===== config.mk =====
export PLATFORM = sky130hd
export DESIGN_NAME = bounded_deque_with_delete_by_value_flat
export DESIGN_NICKNAME = d
export VERILOG_FILES = /design/src/design/bdq_pkg.sv /design/src/design/bdq_in_if.sv /design/src/design/bdq_out_if.sv /design/src/design/bdq_datapath.sv /design/src/design/bdq_ctrl.sv /design/src/design/bounded_deque_with_delete_by_value.sv /design/src/flat_wrapper.sv
export SDC_FILE = /design/constraint.sdc
export NUM_CORES = 1
export LEC_CHECK = 0
export BUFFER_PORTS_ARGS = -buffer_cell sky130_fd_sc_hd__buf_2
export CAP_MARGIN = 10
export CELL_PAD_IN_SITES_DETAIL_PLACEMENT = 1
export CELL_PAD_IN_SITES_GLOBAL_PLACEMENT = 1
export CORE_ASPECT_RATIO = 1.1
export CORE_MARGIN = 5
export CORE_UTILIZATION = 35
export CTS_BUF_LIST = sky130_fd_sc_hd__clkbuf_8
export CTS_CLUSTER_SIZE = 20
export DETAILED_ROUTE_END_ITERATION = 6
export PLACE_DENSITY = 0.56
export SYNTH_ARGS = -nofsm -noshare
export SYNTH_HDL_FRONTEND = slang
export SYNTH_SLANG_ARGS = --single-unit

===== constraint.sdc =====
create_clock -name clk -period 7.62 [get_ports clk]
set_input_delay 0.381 -clock clk [delete_from_list [all_inputs] [get_ports clk]]
set_output_delay 0.381 -clock clk [all_outputs]
set_load 0.02 [all_outputs]

===== src/design/bdq_pkg.sv =====
`timescale 1ns / 1ps
// ----------------------------------------------------------------------------
// bdq_pkg
// Shared types, codes and control structs for the bounded deque with
// delete by value.
// ----------------------------------------------------------------------------
package bdq_pkg;

    // fixed field widths of the channels
    localparam int DATA_W   = 32;
    localparam int MODE_W   = 2;
    localparam int STATUS_W = 2;
    localparam int COUNT_W  = 5;

    typedef logic [MODE_W-1:0]   mode_t;
    typedef logic [STATUS_W-1:0] status_t;

    // operation codes
    localparam mode_t MODE_PUSH_FRONT = 2'd0;
    localparam mode_t MODE_PUSH_BACK  = 2'd1;
    localparam mode_t MODE_REMOVE     = 2'd2;

    // result status codes
    localparam status_t ST_DONE      = 2'd0;
    localparam status_t ST_FULL      = 2'd1;
    localparam status_t ST_NOT_FOUND = 2'd2;
    localparam status_t ST_EMPTY     = 2'd3;

    // commands from controller to datapath
    typedef struct packed {
        logic    load;
        logic    push_front;
        logic    push_back;
        logic    scan_init;
        logic    scan_next;
        logic    pop_front;
        logic    shift_init;
        logic    shift_step;
        logic    dec_count;
        logic    rd_front;
        logic    rd_back;
        logic    latch_back;
        logic    set_status;
        status_t status_code;
    } ctl_t;

    // status from datapath to controller
    typedef struct packed {
        mode_t mode;
        logic  full;
        logic  empty;
        logic  match;
        logic  idx_zero;
        logic  idx_last;
        logic  shift_last;
    } sts_t;

endpackage


===== src/design/bdq_in_if.sv =====
`timescale 1ns / 1ps
// ----------------------------------------------------------------------------
// bdq_in_if
// Input channel: one operation word with mode and value.
// ----------------------------------------------------------------------------
interface bdq_in_if;

    logic                                valid;
    logic                                ready;
    bdq_pkg::mode_t                      mode;
    logic signed [bdq_pkg::DATA_W-1:0]   value;

    modport source (output valid, output mode, output value, input ready);
    modport sink   (input valid, input mode, input value, output ready);

endinterface


===== src/design/bdq_out_if.sv =====
`timescale 1ns / 1ps
// ----------------------------------------------------------------------------
// bdq_out_if
// Output channel: one result word with status, count, front and back values.
// ----------------------------------------------------------------------------
interface bdq_out_if;

    logic                                valid;
    logic                                ready;
    bdq_pkg::status_t                    status;
    logic [bdq_pkg::COUNT_W-1:0]         count;
    logic signed [bdq_pkg::DATA_W-1:0]   front_value;
    logic signed [bdq_pkg::DATA_W-1:0]   back_value;

    modport source (output valid, output status, output count, output front_value,
                    output back_value, input ready);
    modport sink   (input valid, input status, input count, input front_value,
                    input back_value, output ready);

endinterface


===== src/design/bdq_datapath.sv =====
`timescale 1ns / 1ps
// ----------------------------------------------------------------------------
// bdq_datapath
// Ring storage, front position, entry count, scan index and result
// registers, driven by commands from the controller.
// ----------------------------------------------------------------------------
module bdq_datapath #(
    parameter int CAPACITY    = 16,
    parameter int VALUE_WIDTH = 32
) (
    input  logic                                clk,
    input  logic                                rst_n,
    input  bdq_pkg::ctl_t                       ctl,
    output bdq_pkg::sts_t                       sts,
    input  bdq_pkg::mode_t                      mode,
    input  logic signed [bdq_pkg::DATA_W-1:0]   value,
    output bdq_pkg::status_t                    status,
    output logic [bdq_pkg::COUNT_W-1:0]         count,
    output logic signed [bdq_pkg::DATA_W-1:0]   front_value,
    output logic signed [bdq_pkg::DATA_W-1:0]   back_value
);

    localparam int AW = $clog2(CAPACITY);
    localparam int CW = $clog2(CAPACITY + 1);

    // ring index of a given offset from the front
    function automatic logic [AW-1:0] slot_of(input logic [AW-1:0] base,
                                              input logic [CW:0]   off);
        logic [CW+1:0] sum;
        sum = (CW+2)'(base) + (CW+2)'(off);
        if (sum >= (CW+2)'(CAPACITY))
            sum = sum - (CW+2)'(CAPACITY);
        return sum[AW-1:0];
    endfunction

    logic [VALUE_WIDTH-1:0] mem [CAPACITY];

    bdq_pkg::mode_t         mode_reg;
    logic [VALUE_WIDTH-1:0] val_reg;
    logic [AW-1:0]          front_pos_reg, front_pos_next;
    logic [CW-1:0]          count_reg, count_next;
    logic [CW-1:0]          idx_reg, idx_next;
    bdq_pkg::status_t       status_reg;
    logic [VALUE_WIDTH-1:0] front_val_reg;
    logic [VALUE_WIDTH-1:0] back_val_reg;
    logic [VALUE_WIDTH-1:0] rd_data_reg;

    logic [CW:0]            idx_p1;
    logic [CW:0]            idx_p2;
    logic [CW:0]            rd_off;
    logic [AW-1:0]          rd_addr;
    logic [AW-1:0]          front_dec;
    logic                   wr_en;
    logic [AW-1:0]          wr_addr;
    logic [VALUE_WIDTH-1:0] wr_data;

    assign idx_p1    = (CW+1)'(idx_reg) + (CW+1)'(1);
    assign idx_p2    = (CW+1)'(idx_reg) + (CW+1)'(2);
    assign front_dec = (front_pos_reg == '0) ? AW'(CAPACITY - 1)
                                             : front_pos_reg - AW'(1);

    // status toward the controller
    always_comb
    begin
        sts.mode       = mode_reg;
        sts.full       = (count_reg == CW'(CAPACITY));
        sts.empty      = (count_reg == '0);
        sts.match      = (rd_data_reg == val_reg);
        sts.idx_zero   = (idx_reg == '0);
        sts.idx_last   = (idx_p1 == (CW+1)'(count_reg));
        sts.shift_last = (idx_p2 >= (CW+1)'(count_reg));
    end

    // read offset select
    always_comb
    begin
        rd_off = '0;
        if (ctl.scan_init || ctl.rd_front)
            rd_off = '0;
        else if (ctl.scan_next || ctl.shift_init)
            rd_off = idx_p1;
        else if (ctl.shift_step)
            rd_off = idx_p2;
        else if (ctl.rd_back)
            rd_off = (count_reg == '0) ? '0 : (CW+1)'(count_reg) - (CW+1)'(1);
    end

    assign rd_addr = slot_of(front_pos_reg, rd_off);

    // write port select
    always_comb
    begin
        wr_en   = 1'b0;
        wr_addr = '0;
        wr_data = val_reg;
        if (ctl.push_front)
        begin
            wr_en   = 1'b1;
            wr_addr = front_dec;
        end
        else if (ctl.push_back)
        begin
            wr_en   = 1'b1;
            wr_addr = slot_of(front_pos_reg, (CW+1)'(count_reg));
        end
        else if (ctl.shift_step)
        begin
            wr_en   = 1'b1;
            wr_addr = slot_of(front_pos_reg, (CW+1)'(idx_reg));
            wr_data = rd_data_reg;
        end
    end

    // entry storage with registered read
    always_ff @(posedge clk)
    begin
        if (wr_en)
            mem[wr_addr] <= wr_data;
        rd_data_reg <= mem[rd_addr];
    end

    // ring position and count
    always_comb
    begin
        front_pos_next = front_pos_reg;
        count_next     = count_reg;
        if (ctl.push_front)
        begin
            front_pos_next = front_dec;
            count_next     = count_reg + CW'(1);
        end
        else if (ctl.push_back)
        begin
            count_next = count_reg + CW'(1);
        end
        else if (ctl.pop_front)
        begin
            count_next     = count_reg - CW'(1);
            front_pos_next = (count_reg == CW'(1)) ? '0
                                                   : slot_of(front_pos_reg, (CW+1)'(1));
        end
        else if (ctl.dec_count)
        begin
            count_next = count_reg - CW'(1);
            if (count_reg == CW'(1))
                front_pos_next = '0;
        end
    end

    always_ff @(posedge clk or negedge rst_n)
    begin
        if (!rst_n)
        begin
            front_pos_reg <= '0;
            count_reg     <= '0;
        end
        else
        begin
            front_pos_reg <= front_pos_next;
            count_reg     <= count_next;
        end
    end

    // scan index
    always_comb
    begin
        idx_next = idx_reg;
        if (ctl.scan_init)
            idx_next = '0;
        else if (ctl.scan_next || ctl.shift_step)
            idx_next = idx_p1[CW-1:0];
    end

    // operation word and result registers
    always_ff @(posedge clk)
    begin
        idx_reg <= idx_next;
        if (ctl.load)
        begin
            mode_reg <= mode;
            val_reg  <= VALUE_WIDTH'($unsigned(value));
        end
        if (ctl.set_status)
            status_reg <= ctl.status_code;
        if (ctl.rd_back)
            front_val_reg <= (count_reg == '0) ? '0 : rd_data_reg;
        if (ctl.latch_back)
            back_val_reg <= (count_reg == '0) ? '0 : rd_data_reg;
    end

    assign status      = status_reg;
    assign count       = bdq_pkg::COUNT_W'(count_reg);
    assign front_value = $signed(bdq_pkg::DATA_W'(front_val_reg));
    assign back_value  = $signed(bdq_pkg::DATA_W'(back_val_reg));

endmodule


===== src/design/bdq_ctrl.sv =====
`timescale 1ns / 1ps
// ----------------------------------------------------------------------------
// bdq_ctrl
// Sequencer for push, scan, compaction and result read-out.
// ----------------------------------------------------------------------------
module bdq_ctrl (
    input  logic          clk,
    input  logic          rst_n,
    input  logic          in_valid,
    output logic          in_ready,
    output logic          out_valid,
    input  logic          out_ready,
    input  bdq_pkg::sts_t sts,
    output bdq_pkg::ctl_t ctl
);

    localparam logic [2:0] S_IDLE     = 3'd0;
    localparam logic [2:0] S_DECODE   = 3'd1;
    localparam logic [2:0] S_SCAN     = 3'd2;
    localparam logic [2:0] S_SHIFT    = 3'd3;
    localparam logic [2:0] S_RD_FRONT = 3'd4;
    localparam logic [2:0] S_RD_BACK  = 3'd5;
    localparam logic [2:0] S_LATCH    = 3'd6;
    localparam logic [2:0] S_OUT      = 3'd7;

    logic [2:0] state_reg, state_next;

    // next state and commands
    always_comb
    begin
        state_next = state_reg;
        ctl        = '0;
        in_ready   = 1'b0;
        out_valid  = 1'b0;
        case (state_reg)
            S_IDLE:
            begin
                in_ready = 1'b1;
                if (in_valid)
                begin
                    ctl.load   = 1'b1;
                    state_next = S_DECODE;
                end
            end
            S_DECODE:
            begin
                ctl.set_status  = 1'b1;
                ctl.status_code = bdq_pkg::ST_DONE;
                state_next      = S_RD_FRONT;
                case (sts.mode)
                    bdq_pkg::MODE_PUSH_FRONT, bdq_pkg::MODE_PUSH_BACK:
                    begin
                        if (sts.full)
                            ctl.status_code = bdq_pkg::ST_FULL;
                        else if (sts.mode == bdq_pkg::MODE_PUSH_FRONT)
                            ctl.push_front = 1'b1;
                        else
                            ctl.push_back = 1'b1;
                    end
                    bdq_pkg::MODE_REMOVE:
                    begin
                        if (sts.empty)
                            ctl.status_code = bdq_pkg::ST_EMPTY;
                        else
                        begin
                            ctl.scan_init = 1'b1;
                            state_next    = S_SCAN;
                        end
                    end
                    default:
                    begin
                        ctl.status_code = bdq_pkg::ST_DONE;
                    end
                endcase
            end
            S_SCAN:
            begin
                if (sts.match)
                begin
                    ctl.set_status  = 1'b1;
                    ctl.status_code = bdq_pkg::ST_DONE;
                    if (sts.idx_zero)
                    begin
                        ctl.pop_front = 1'b1;
                        state_next    = S_RD_FRONT;
                    end
                    else if (sts.idx_last)
                    begin
                        ctl.dec_count = 1'b1;
                        state_next    = S_RD_FRONT;
                    end
                    else
                    begin
                        ctl.shift_init = 1'b1;
                        state_next     = S_SHIFT;
                    end
                end
                else if (sts.idx_last)
                begin
                    ctl.set_status  = 1'b1;
                    ctl.status_code = bdq_pkg::ST_NOT_FOUND;
                    state_next      = S_RD_FRONT;
                end
                else
                begin
                    ctl.scan_next = 1'b1;
                end
            end
            S_SHIFT:
            begin
                ctl.shift_step = 1'b1;
                if (sts.shift_last)
                begin
                    ctl.dec_count = 1'b1;
                    state_next    = S_RD_FRONT;
                end
            end
            S_RD_FRONT:
            begin
                ctl.rd_front = 1'b1;
                state_next   = S_RD_BACK;
            end
            S_RD_BACK:
            begin
                ctl.rd_back = 1'b1;
                state_next  = S_LATCH;
            end
            S_LATCH:
            begin
                ctl.latch_back = 1'b1;
                state_next     = S_OUT;
            end
            S_OUT:
            begin
                out_valid = 1'b1;
                if (out_ready)
                    state_next = S_IDLE;
            end
            default:
            begin
                state_next = S_IDLE;
            end
        endcase
    end

    // state register
    always_ff @(posedge clk or negedge rst_n)
    begin
        if (!rst_n)
            state_reg <= S_IDLE;
        else
            state_reg <= state_next;
    end

endmodule


===== src/design/bounded_deque_with_delete_by_value.sv =====
`timescale 1ns / 1ps
// push or ignored word: after accept, decode, read front, read back and latch pass before
// the result is valid; remove: decode, scan and any compaction, then read front, read
// back and latch; search and compaction take the entries in turn, set by the single read
// and single write port; one word at a time: the next word is taken only after the result is
// taken; reset clears count and front position at once; ring contents are not cleared
// ----------------------------------------------------------------------------
// bounded_deque_with_delete_by_value
// Bounded ring deque with push front, push back and delete of the first
// matching value; each word returns status, count, front and back values.
// ----------------------------------------------------------------------------
module bounded_deque_with_delete_by_value #(
    parameter int CAPACITY    = 16,
    parameter int VALUE_WIDTH = 32
) (
    input  logic      clk,
    input  logic      rst_n,
    bdq_in_if.sink    item_in,
    bdq_out_if.source result_out
);

    bdq_pkg::ctl_t ctl;
    bdq_pkg::sts_t sts;
    logic          in_ready;
    logic          out_valid;

    // controller
    bdq_ctrl u_ctrl (
        .clk       (clk),
        .rst_n     (rst_n),
        .in_valid  (item_in.valid),
        .in_ready  (in_ready),
        .out_valid (out_valid),
        .out_ready (result_out.ready),
        .sts       (sts),
        .ctl       (ctl)
    );

    // datapath
    bdq_datapath #(
        .CAPACITY    (CAPACITY),
        .VALUE_WIDTH (VALUE_WIDTH)
    ) u_datapath (
        .clk         (clk),
        .rst_n       (rst_n),
        .ctl         (ctl),
        .sts         (sts),
        .mode        (item_in.mode),
        .value       (item_in.value),
        .status      (result_out.status),
        .count       (result_out.count),
        .front_value (result_out.front_value),
        .back_value  (result_out.back_value)
    );

    // handshake outputs
    assign item_in.ready    = in_ready;
    assign result_out.valid = out_valid;

endmodule


===== src/flat_wrapper.sv =====
// flat-port wrapper written by rule: the top's interface ports become plain ports
module bounded_deque_with_delete_by_value_flat 
#(
    parameter int CAPACITY    = 16,
    parameter int VALUE_WIDTH = 32
)
  (clk, rst_n, item_in_valid, item_in_mode, item_in_value, item_in_ready, result_out_valid, result_out_status, result_out_count, result_out_front_value, result_out_back_value, result_out_ready);
  bdq_in_if item_in_i ();
  bdq_out_if result_out_i ();
  input  logic clk;
  input  logic rst_n;
  input wire logic [$bits(item_in_i.valid)-1:0] item_in_valid;
  input wire logic [$bits(item_in_i.mode)-1:0] item_in_mode;
  input wire logic [$bits(item_in_i.value)-1:0] item_in_value;
  output wire logic [$bits(item_in_i.ready)-1:0] item_in_ready;
  output wire logic [$bits(result_out_i.valid)-1:0] result_out_valid;
  output wire logic [$bits(result_out_i.status)-1:0] result_out_status;
  output wire logic [$bits(result_out_i.count)-1:0] result_out_count;
  output wire logic [$bits(result_out_i.front_value)-1:0] result_out_front_value;
  output wire logic [$bits(result_out_i.back_value)-1:0] result_out_back_value;
  input wire logic [$bits(result_out_i.ready)-1:0] result_out_ready;
  assign item_in_i.valid = item_in_valid;
  assign item_in_i.mode = item_in_mode;
  assign item_in_i.value = item_in_value;
  assign item_in_ready = item_in_i.ready;
  assign result_out_valid = result_out_i.valid;
  assign result_out_status = result_out_i.status;
  assign result_out_count = result_out_i.count;
  assign result_out_front_value = result_out_i.front_value;
  assign result_out_back_value = result_out_i.back_value;
  assign result_out_i.ready = result_out_ready;
  bounded_deque_with_delete_by_value #(.CAPACITY(CAPACITY), .VALUE_WIDTH(VALUE_WIDTH)) u_core (.clk(clk), .rst_n(rst_n), .item_in(item_in_i), .result_out(result_out_i));
endmodule

==> flow_summary.yaml, run 1 <==
outcome:
  outcome: "finished, final reports clean"
drt:
  routed_wire_length_per_instance_um: 26.8
  vias: 13900
  drt_pass1_iterations: 5
  drt_drc_violations_left: 0
  dr.first_iter.drc_count: 1020
  via_per_inst: 5.19
  route.antenna.remaining_nets: 0
  wl_mm: 71.8
cts:
  cts_repair_resize_count: 0
  post_cts.repair.setup_buffers: 0
  numClockSinks: 661
  tritoncts.num_buffers: 110
  cts.reportedPaths.clkPinSlew_ns: 0.06
  tritoncts: "yes"
  clock_path_buffers: 3
  worstSkewPairLatency_ns: 0.72
  cts_root_buffer: "clkbuf_8"
  cts_max_level: 3
  postCtsHoldBufs: 35
sta:
  worst-slew-pin-transition_ns: 1.22
  unrepaired_setup_endpoints_after_global_routing: "no"
  timing.fmax_mhz: 162
  setup_viol: 0
  min_period_over_period_pct: 80.9
  min_period_ns: 6.16
  hold_ws_ns: 0.0430
  layout_setup_ws_ns: 1.46
  relSlewSlack_pct: 18.2
  hold_viol_final: 0
  timing.clock.skew_ns: 0.0286
  finalSetupTns_ns: 0
  slew_limit_fails: 0
global_route:
  grt_remaining_overflow: 0
  gr-usage-all-layers_pct: 17.6
  top_usage_layer: "met2"
  globalRouteMet2Util_pct: 30.0
  grt_use_met3_pct: 2.77
  grt_max_degree: 44
  grt_first_pass_wirelength_mm: 105
  met1_usage_pct: 23.7
  vias_in_the_first_global_route: 15200
  initial_antenna_violation_count: 2
layout:
  layout-drive-gt1-share_pct: 25.8
  layout_commonest_cell: "edfxtp_1"
  top_register: "u_core.u_datapath.mem"
  final_nets: 1687
  layout.cell_area.non_filler_mm2: 0.0306
  number_of_flip_flops_in_the_largest_register: 512
  fill_cell_total_of_the_finished_layout: 7268
  finish.utilization_pct: 41.0
  synthToLayoutAreaGrowth_pct: 16.3
  final_cell_mix: "edfxtp_1 (612), mux4_2 (128), nand2_1 (127)"
synthesis:
  asyncSetResetFlopFracSynth_pct: 1.82
  syn_nets: 1458
  synthesis.yosys.warnings: 0
  synth_seq_cells: 661
  syn_area_per_cell_um2: 18.9
  synth-seq-area-share_pct: 73.8
  syn_area_mm2: 0.0263
  synth_edf_count: 612
  netlist_instances: 1394
  synth_flop_cell: "edfxtp_1"
  ys_types: 64
min_path:
  hold_path_class: "primary input to register"
power_and_ir_drop:
  vdd.ir_drop.worst_uv: 462
  p_per_area_mw_per_mm2: 437
  power_leakage_nw: 10.4
place:
  final_estimated_routing_congestion_in_global_placement: 0.759
  port_buffers: 110
  post_dp_hpwl_mm: 40.5
  dpl-instance-area_mm2: 0.0283
  detailedPlace.worstSlack_ns: 1.32
critical_path:
  critPathMaxStageDelay_ns: 1.31
  critical-path-slowest-cell: "fa_4"
  crit_path_cell_trace: "xnor2_1 > nand4_1 > nor4_1 > nand2_1 > o211ai_1 > o221ai_1 > ha_4 > fa_4 > buf_4 > mux4_2 > mux2i_1 > mux2i_1"
  cpMostUsedCell: "mux2i_1"
  startpoint_type: "register"
  cp_max_fo: 43
  cp_endpoint_kind: "register"
  setup.worst_path.class: "register to register"
  cp.required_ns: 8.18
  timing.critical_path.arrival_ns: 6.72
die:
  io_count: 111
  core.rowCount: 105
  design.die.area_mm2: 0.0808
  placeableCoreArea_mm2: 0.0746
  die_w_um: 271
  start_util_pct: 35.3
  die_y_um: 298
run:
  max-cap-violations: 0
-- cells in the mapped netlist (4+ instances only) --
cell type | number | share of area, %
edfxtp_1 | 612 | 70
mux4_2 | 128 | 11
nand2_1 | 128 | 1.8
mux2i_1 | 98 | 3.7
xnor2_1 | 43 | 1.4
dfxtp_1 | 37 | 2.8
clkbuf_1 | 36 | 0.51
nor2b_1 | 35 | 0.83
nor2_1 | 33 | 0.47
ha_1 | 23 | 1.1
a21oi_1 | 22 | 0.42
inv_1 | 16 | 0.23
buf_1 | 14 | 0.20
dfrtp_1 | 12 | 1.1
nand4_1 | 12 | 0.29
nor3_1 | 12 | 0.23
o21ai_0 | 12 | 0.23
nand3_1 | 9 | 0.17
buf_2 | 7 | 0.13
xor2_1 | 7 | 0.23
a21o_1 | 6 | 0.17
a211o_1 | 5 | 0.17
buf_4 | 5 | 0.14
o221ai_1 | 5 | 0.17
nand2b_1 | 4 | 0.095
nand3b_1 | 4 | 0.11
nor4_1 | 4 | 0.095
o311ai_0 | 4 | 0.13
-- power breakdown --
| group | switching, mW | total, mW | internal, mW |
|---|---|---|---|
| clock | 1.43 | 2.85 | 1.42 |
| sequential | 0.292 | 4.91 | 4.62 |
| combinational | 3.05 | 5.60 | 2.54 |
| total | 4.78 | 13.4 | 8.59 |
-- worst max-delay path: cells and delay by family, from the launching register on --
| kind | cells | cell delay [ns] |
|---|---|---|
| xor+xnor | 1 | 0.34 |
| simple gates | 3 | 1.95 |
| fa+ha+maj | 2 | 1.53 |
| mux | 3 | 0.65 |
| buf+inv | 1 | 0.46 |
| compound gates | 2 | 0.60 |
| flops | 1 | 0.42 |
-- layout make-up --
type / instances / area, µm² / share of cell area (%)
inverters: 16 / 60.1 / 0.196
flip-flops and latches: 661 / 19400 / 63.4
repair buffers: 181 / 1180 / 3.87
well taps: 963 / 1200 / 3.94
diodes: 2 / 5.00 / 0.0163
multi-input cells: 653 / 6740 / 22.0
clock buffers: 117 / 1610 / 5.26
clock inverters: 87 / 393 / 1.28
-- stage by stage --
stage	total power, mW	std cells
after floorplan	8.97	1394
after global placement	10.6	2439
after detailed placement	10.7	2439
after CTS	13.6	2678
after global routing	14.2	2679
final	13.4	2680
-- metal layers --
layer  part of all wire, %  vias to the layer above
met1                    44                     7401
li1                      -                     6040
met4                   2.0                        0
met5                     0                        -
met2                    50                      368
met3                   4.6                       93
-- path summary, 6_finish.rpt --
kind / slack, ns / startpoint / endpoint / cells after the start
max: 1.46 / u_core.u_datapath.val_reg[27] / u_core.u_datapath.rd_data_reg[27] / 12
min: 0.04 / result_out_ready / u_core.u_ctrl.state_reg[2] / 4
max reg2reg: 1.46 / u_core.u_datapath.val_reg[27] / u_core.u_datapath.rd_data_reg[27] / 12
min reg2reg: 0.64 / u_core.u_datapath.rd_data_reg[16] / u_core.u_datapath.front_value[16] / 1
max in group asynchronous: 7.23 / rst_n / u_core.u_datapath.front_pos_reg[1] / 2
min in group asynchronous: 0.11 / rst_n / u_core.u_ctrl.state_reg[1] / 2
-- cells by family (layout without fill, tap and decap cells) --
group / Yosys count / in the layout / share of synthesized area (%)
other: 0 / 2 / 0
xor gates and xnor gates: 50 / 50 / 1.66
AOI/OAI and AO/OA: 87 / 87 / 2.41
muxes: 227 / 227 / 14.7
buffers and inverters: 80 / 401 / 1.30
DFF: 661 / 661 / 73.8
and+or+nand+nor: 263 / 263 / 4.81
adders and majority gates: 26 / 26 / 1.32
(Power assumes the default switching activity.)
==> run 2, diff against run 1 <==
ABC_AREA = 1   (was not set)
PLACE_DENSITY = 0.59   (was 0.56)
clock period = 6.35 ns   (was 7.62 ns; I/O delays follow)
==> run 2 against run 1 <==
Via count rose by 32%. Final area grew 4.4%. Final cell count is 35% higher. Synthesized cell count is 65% higher. Highest routed layer is now met5. Largest cell class unchanged. Global-route usage rose by 0.77 points. Critical path depth grew 10. First-iteration DRC count rose by 29%. Hold slack gained 0.074 ns. Non-clock buffer count rose by 28.
==> flow_summary.yaml, run 2 <==
layout:
  top_register: "u_core.u_datapath.mem"
  layout-drive-gt1-share_pct: 16.9
  number_of_flip_flops_in_the_largest_register: 512
  final_nets: 2560
  multi_input_comb_area_mm2: 0.00703
  synthToLayoutAreaGrowth_pct: 16.4
  seq_area_mm2: 0.0194
  layout_commonest_cell: "edfxtp_1"
  final_cell_mix: "edfxtp_1 (612), nand2_1 (504), o21ai_0 (244)"
  layout.cell_area.non_filler_mm2: 0.0320
  fill_cell_total_of_the_finished_layout: 8305
global_route:
  grt_max_degree: 144
  grt_remaining_overflow: 0
  gr-usage-all-layers_pct: 18.4
  grt_first_pass_wirelength_mm: 120
  initial_antenna_violation_count: 6
  vias_in_the_first_global_route: 19600
die:
  die_y_um: 304
  io_count: 111
  core.rowCount: 107
  start_util_pct: 35.4
  design.die.area_mm2: 0.0842
  die_w_um: 277
  placeableCoreArea_mm2: 0.0776
critical_path:
  setup.worst_path.class: "register to register"
  cp.required_ns: 6.99
  timing.critical_path.arrival_ns: 5.28
  startpoint_type: "register"
  critical-path-slowest-cell: "buf_4"
  crit_path_cell_trace: "inv_1 > nand2_1 > nand2_1 > nor2_1 > nand2_1 > inv_1 > nand2_1 > nor2_1 > nand2_1 > nand3_2 > nand2_4 > nand2_1 > o221ai_1 > ha_4 > fa_2 > buf_4 > o21ai_0 > o22ai_1 > nand2_1 > o21ai_0 > nand3_1 > nand2_2"
  cpMostUsedCell: "nand2_1"
  critPathMaxStageDelay_ns: 0.73
  cp_max_fo: 64
  cp_endpoint_kind: "register"
synthesis:
  synth_edf_count: 612
  syn_area_mm2: 0.0275
  yosys.area_share.adder_pct: 1.27
  post_synth_xor_area_fraction_pct: 0.734
  synth-compound-area-share_pct: 9.99
  ys_types: 44
  syn_nets: 2362
  synth_top_cells_by_area: "edfxtp_1 (67%), nand2_1 (6.9%), o21ai_0 (4.5%), dfxtp_1 (2.7%), nor2_1 (2.5%)"
  asyncSetResetFlopFracSynth_pct: 1.82
  synth_largest_area_cell: "edfxtp_1"
  synth_seq_cells: 661
  synth_flop_cell: "edfxtp_1"
  synth-simple-area-share_pct: 13.0
  syn_area_per_cell_um2: 11.9
  post-synth-top-count-cell: "edfxtp_1"
  synth-seq-area-share_pct: 70.7
  ys_top_cells_by_count: "edfxtp_1 (612), nand2_1 (504), o21ai_0 (246)"
  netlist_instances: 2298
  synthesis.yosys.warnings: 0
  synth_mux_area_share_pct: 0.0365
  synth_largest_type_area_fraction_pct: 66.9
  largest_family_of_logic_cells_by_synthesized_area: "simple AND/OR/NAND/NOR gates"
drt:
  met3_wl_post_dr_mm: 3.19
  met2_length_mm: 39.2
  routed_wire_length_per_instance_um: 21.9
  vias: 18300
  route.layer.met1.wl_mm: 34.7
  drt_drc_violations_left: 0
  dr.first_iter.drc_count: 1319
  route.antenna.remaining_nets: 0
  maxUsedRoutingLayer: "met5"
  wl_mm: 79.4
  via_per_inst: 5.04
  drt_pass1_iterations: 5
sta:
  slew_limit_fails: 0
  min_period_ns: 4.64
  worst-slew-pin-transition_ns: 1.13
  min_period_over_period_pct: 73.1
  unrepaired_setup_endpoints_after_global_routing: "no"
  timing.fmax_mhz: 216
  setup_viol: 0
  finalSetupTns_ns: 0
  hold_viol_final: 0
  relSlewSlack_pct: 24.4
  timing.clock.skew_ns: 0.0609
cts:
  cts.reportedPaths.clkPinSlew_ns: 0.07
  post_cts.repair.setup_buffers: 0
  tritoncts: "yes"
  clock_path_buffers: 3
  cts_max_level: 3
  worstSkewPairLatency_ns: 0.73
  numClockSinks: 661
  cts_root_buffer: "clkbuf_8"
  tritoncts.num_buffers: 108
min_path:
  hold_path_class: "primary input to register"
place:
  post_dp_hpwl_mm: 44.9
  dpl-instance-area_mm2: 0.0294
  final_estimated_routing_congestion_in_global_placement: 0.777
  port_buffers: 110
run:
  max-cap-violations: 0
outcome:
  outcome: "finished, final reports clean"
## run 2: cell count changes after synthesis, sizes merged, moves of 34 or more
cell	delta
inv	+147
nor2b	-35
nand2	+448
a32o	+65
mux2i	-97
a21oi	+58
clkbuf	+41
nand3	+50
nor2	+153
o22ai	+63
mux4	-128
o21ai	+234
xnor2	-34
## run 2: critical path, delay by kind of cell, from the launching register on
kind | cells | cell delay, ns
AND/OR/NAND/NOR | 13 | 1.65
buffers and inverters | 3 | 0.93
adder cells (fa/ha/maj) | 2 | 0.79
AO/OA/AOI/OAI | 4 | 0.74
flip-flops | 1 | 0.41
## run 2: final cells by class
cell class / count / area share [%]
Multi-Input combinational cell: 1351 / 22.0
Timing Repair Buffer: 209 / 4.54
Inverter: 165 / 1.97
Antenna cell: 2 / 0.0157
Sequential cell: 661 / 60.8
Clock buffer: 115 / 4.95
Clock inverter: 87 / 1.69
Tap cell: 1035 / 4.05
## run 2: path summary, 6_finish.rpt
kind,end,depth (start not counted),start,slack [ns]
worst max-delay path,u_core.u_datapath.rd_data_reg[20],22,u_core.u_datapath.rd_data_reg[19],1.71
worst min-delay path,u_core.u_datapath.val_reg[3],3,item_in_valid,0.12
worst max register to register,u_core.u_datapath.rd_data_reg[20],22,u_core.u_datapath.rd_data_reg[19],1.71
worst min register to register,u_core.u_datapath.idx_reg[4],2,u_core.u_datapath.idx_reg[4],0.59
max in group asynchronous,u_core.u_datapath.count[4],4,rst_n,4.59
min in group asynchronous,u_core.u_ctrl.state_reg[0],3,rst_n,0.54
## run 2: timing repair
item | 4_1_cts | 5_1_grt
hold endpoints to repair | 47 | 0
hold buffers | 38 | 0
resized for setup | 0 | 0
## run 2: stage by stage
step	setup slack (ns)	util (%)	hold WS, ns	instances
after floorplan	1.66	-	0.0219	2298
after global placement	1.86	37.9	0.244	3383
after detailed placement	1.73	37.9	0.249	3383
after CTS	1.71	41.1	0.0460	3623
after global routing	1.49	41.1	0.0939	3625
final	1.71	41.1	0.117	3625
## run 2: cells by family after synthesis
group,count (synthesis)
AND/OR/NAND/NOR,838
flip-flops,661
AO/OA/AOI/OAI,463
buffers and inverters,286
adder cells (fa/ha/maj),26
XOR/XNOR,23
multiplexers,1
## run 2: metal layers
layer	vias up	track usage, %
li1	8519	-
met1	9227	23.5
met2	388	32.2
met3	149	2.74
met4	2	6.13
met5	-	0
Power of run 2 is left out: the tool's default activity adds up to more than one toggle a clock period on the data nets, which glitch-free logic cannot reach.
==> run 3, diff against run 2 <==
ABC_AREA = 0   (was 1)
PLACE_DENSITY = 0.58   (was 0.59)
clock period = 4.2 ns   (was 6.35 ns; I/O delays follow)
==> run 3 against run 2 <==
Worst setup slack got worse by 1.7 ns. Critical path depth fell by 8. Non-clock buffer count rose by 83. Critical path type unchanged. Final cell count fell by 23%. Hold slack improved by 0.083 ns. Via count fell by 21%.
==> flow_summary.yaml, run 3 (synthesized netlist as in run 1, its figures left out) <==
outcome:
  outcome: "finished, final reports clean"
die:
  placeableCoreArea_mm2: 0.0746
  io_count: 111
  die_y_um: 298
  design.die.area_mm2: 0.0808
  core.rowCount: 105
  die_w_um: 271
  start_util_pct: 35.3
critical_path:
  reg2reg_depth: 14
  cp_max_fo: 7
  timing.critical_path.arrival_ns: 4.75
  timing.rr.start: "u_core.u_datapath.val_reg[9]"
  worst_r2r_endpoint: "u_core.u_datapath.rd_data_reg[10]"
  cp_endpoint_kind: "register"
  cp.required_ns: 4.78
  r2r_slack_ns: 0.03
  startpoint_type: "register"
  setup.worst_path.start: "u_core.u_datapath.val_reg[9]"
  setup.worst_path.class: "register to register"
layout:
  synthToLayoutAreaGrowth_pct: 23.8
  finalNonFillerCells: 2794
  number_of_flip_flops_in_the_largest_register: 512
  finish.utilization_pct: 43.7
  final_nets: 1798
  final_cell_mix: "edfxtp_1 (612), mux4_2 (128), nand2_1 (126)"
  top_register: "u_core.u_datapath.mem"
  layout_commonest_cell: "edfxtp_1"
  fill_cell_total_of_the_finished_layout: 7154
  layout-drive-gt1-share_pct: 32.5
cts:
  tritoncts: "yes"
  cts.reportedPaths.clkPinSlew_ns: 0.06
  clock_path_buffers: 3
  cts_max_level: 3
  worstSkewPairLatency_ns: 0.72
  numClockSinks: 661
  tritoncts.num_buffers: 110
  cts_root_buffer: "clkbuf_8"
sta:
  setup_viol: 0
  worst-slew-pin-transition_ns: 1.05
  min_period_over_period_pct: 99.4
  timing.fmax_mhz: 240
  relSlewSlack_pct: 29.3
  layout_setup_ws_ns: 0.0257
  min_period_ns: 4.17
  timing.clock.skew_ns: 0.0258
  hold_viol_final: 0
  unrepaired_setup_endpoints_after_global_routing: "yes"
  slew_limit_fails: 0
global_route:
  met1_usage_pct: 23.7
  globalRouteMet2Util_pct: 29.8
  top_usage_layer: "met2"
  grt_first_pass_wirelength_mm: 105
  grt_use_met3_pct: 3.11
  grt_max_degree: 41
  initial_antenna_violation_count: 5
  gr-usage-all-layers_pct: 17.7
  grt_remaining_overflow: 0
  vias_in_the_first_global_route: 15400
place:
  dp_cells: 2525
  final_estimated_routing_congestion_in_global_placement: 0.813
  post_dp_hpwl_mm: 41.5
  port_buffers: 110
  detailedPlace.worstSlack_ns: -0.447
min_path:
  hold_path_class: "primary input to register"
  min_delay_worst_endpoint: "u_core.u_datapath.val_reg[9]"
  hold_depth: 2
  worstHoldStart: "item_in_value[9]"
power_and_ir_drop:
  p_per_area_mw_per_mm2: 856
  vdd.ir_drop.worst_uv: 601
  power_leakage_nw: 11.4
run:
  max-cap-violations: 0
drt:
  drt_drc_violations_left: 0
  dr.first_iter.drc_count: 939
  routed_wire_length_per_instance_um: 26.6
  drt_pass1_iterations: 5
  route.antenna.remaining_nets: 0
  via_per_inst: 5.17
  vias: 14400
  wl_mm: 74.2
[run 3: changes by cell type in the layout (fill, tap and decap cells not counted), sizes merged, moves of 17 or more]
cell    before  now
mux2i        1   98
mux4         0  128
nor2b        0   35
clkbuf     115  132
nand2      577  129
inv        200   56
xnor2        9   43
a21oi       80   22
nor2       186   33
o21ai      246   12
o22ai       65    2
buf        171  244
nand3       59    9
a32o        65    0
[run 3: worst max path at each step]
stage / end / slack, ns / cells past startpoint
6_report: u_core.u_datapath.rd_data_reg[10] / 0.03 / 14
3_3_place_gp: u_core.u_datapath.rd_data_reg[2] / -0.43 / 14
3_5_place_dp: u_core.u_datapath.rd_data_reg[2] / -0.45 / 14
2_1_floorplan: u_core.u_datapath.rd_data_reg[21] / 0.02 / 14
4_1_cts: u_core.u_datapath.rd_data_reg[2] / -0.02 / 15
5_1_grt: u_core.u_datapath.rd_data_reg[23] / -0.12 / 15
[run 3: area by class of cell]
type                            count  area [µm²]  share of cell area, %
Sequential cell                   661       19400                   59.6
Inverter                           16        60.1                  0.184
Timing Repair Buffer              292        2780                   8.54
Antenna cell                        3        7.51                 0.0230
Tap cell                          963        1200                   3.70
Clock inverter                     83         494                   1.52
Multi-Input combinational cell    653        6940                   21.3
Clock buffer                      123        1690                   5.19
[run 3: metal layers]
| metal | share of wire, % | wire length, µm |
|---|---|---|
| met1 | 43 | 32000 |
| met2 | 50 | 36800 |
| met3 | 5.0 | 3720 |
| met4 | 2.3 | 1690 |
| met5 | 0 | 0 |
[run 3: timing repair]
action / CTS / global route
endpoints found under the hold margin: 49 / 0
setup buffers: 1 / 4
pin swaps: 5 / 10
setup endpoints to repair: 32 / 32
gates cloned: 2 / 14
resized for setup: 11 / 43
hold buffers: 39 / 0
[run 3: report_power, final]
part           internal, mW  switching [mW]
clock network          2.95            2.67
logic                  6.82            6.67
registers              8.38           0.409
total                  18.1            9.75
[run 3: through the flow]
step	setup TNS [ns]	hold slack, ns	cell area (µm²)	power [mW]
floorplan	0	-0.0856	26300	16.3
global placement	-9.68	0.137	29300	20.8
detailed placement	-11.50	0.142	29300	21.0
CTS	-0.0561	0.112	32100	27.1
global route	-2.16	0.138	32600	29.4
finish	0	0.200	32600	27.9
[run 3: critical path: stages, from the launching register on]
cell and delay (ns):
edfxtp_1 0.45, xnor2_2 0.32, nand4_1 0.21, nor4_4 0.37
nand2_4 0.09, o211ai_1 0.18, buf_4 0.16, o221ai_4 0.11
ha_4 0.18, fa_4 0.98, buf_12 0.20, clkbuf_16 0.17
mux4_2 0.29, mux2i_1 0.19, mux2i_1 0.11
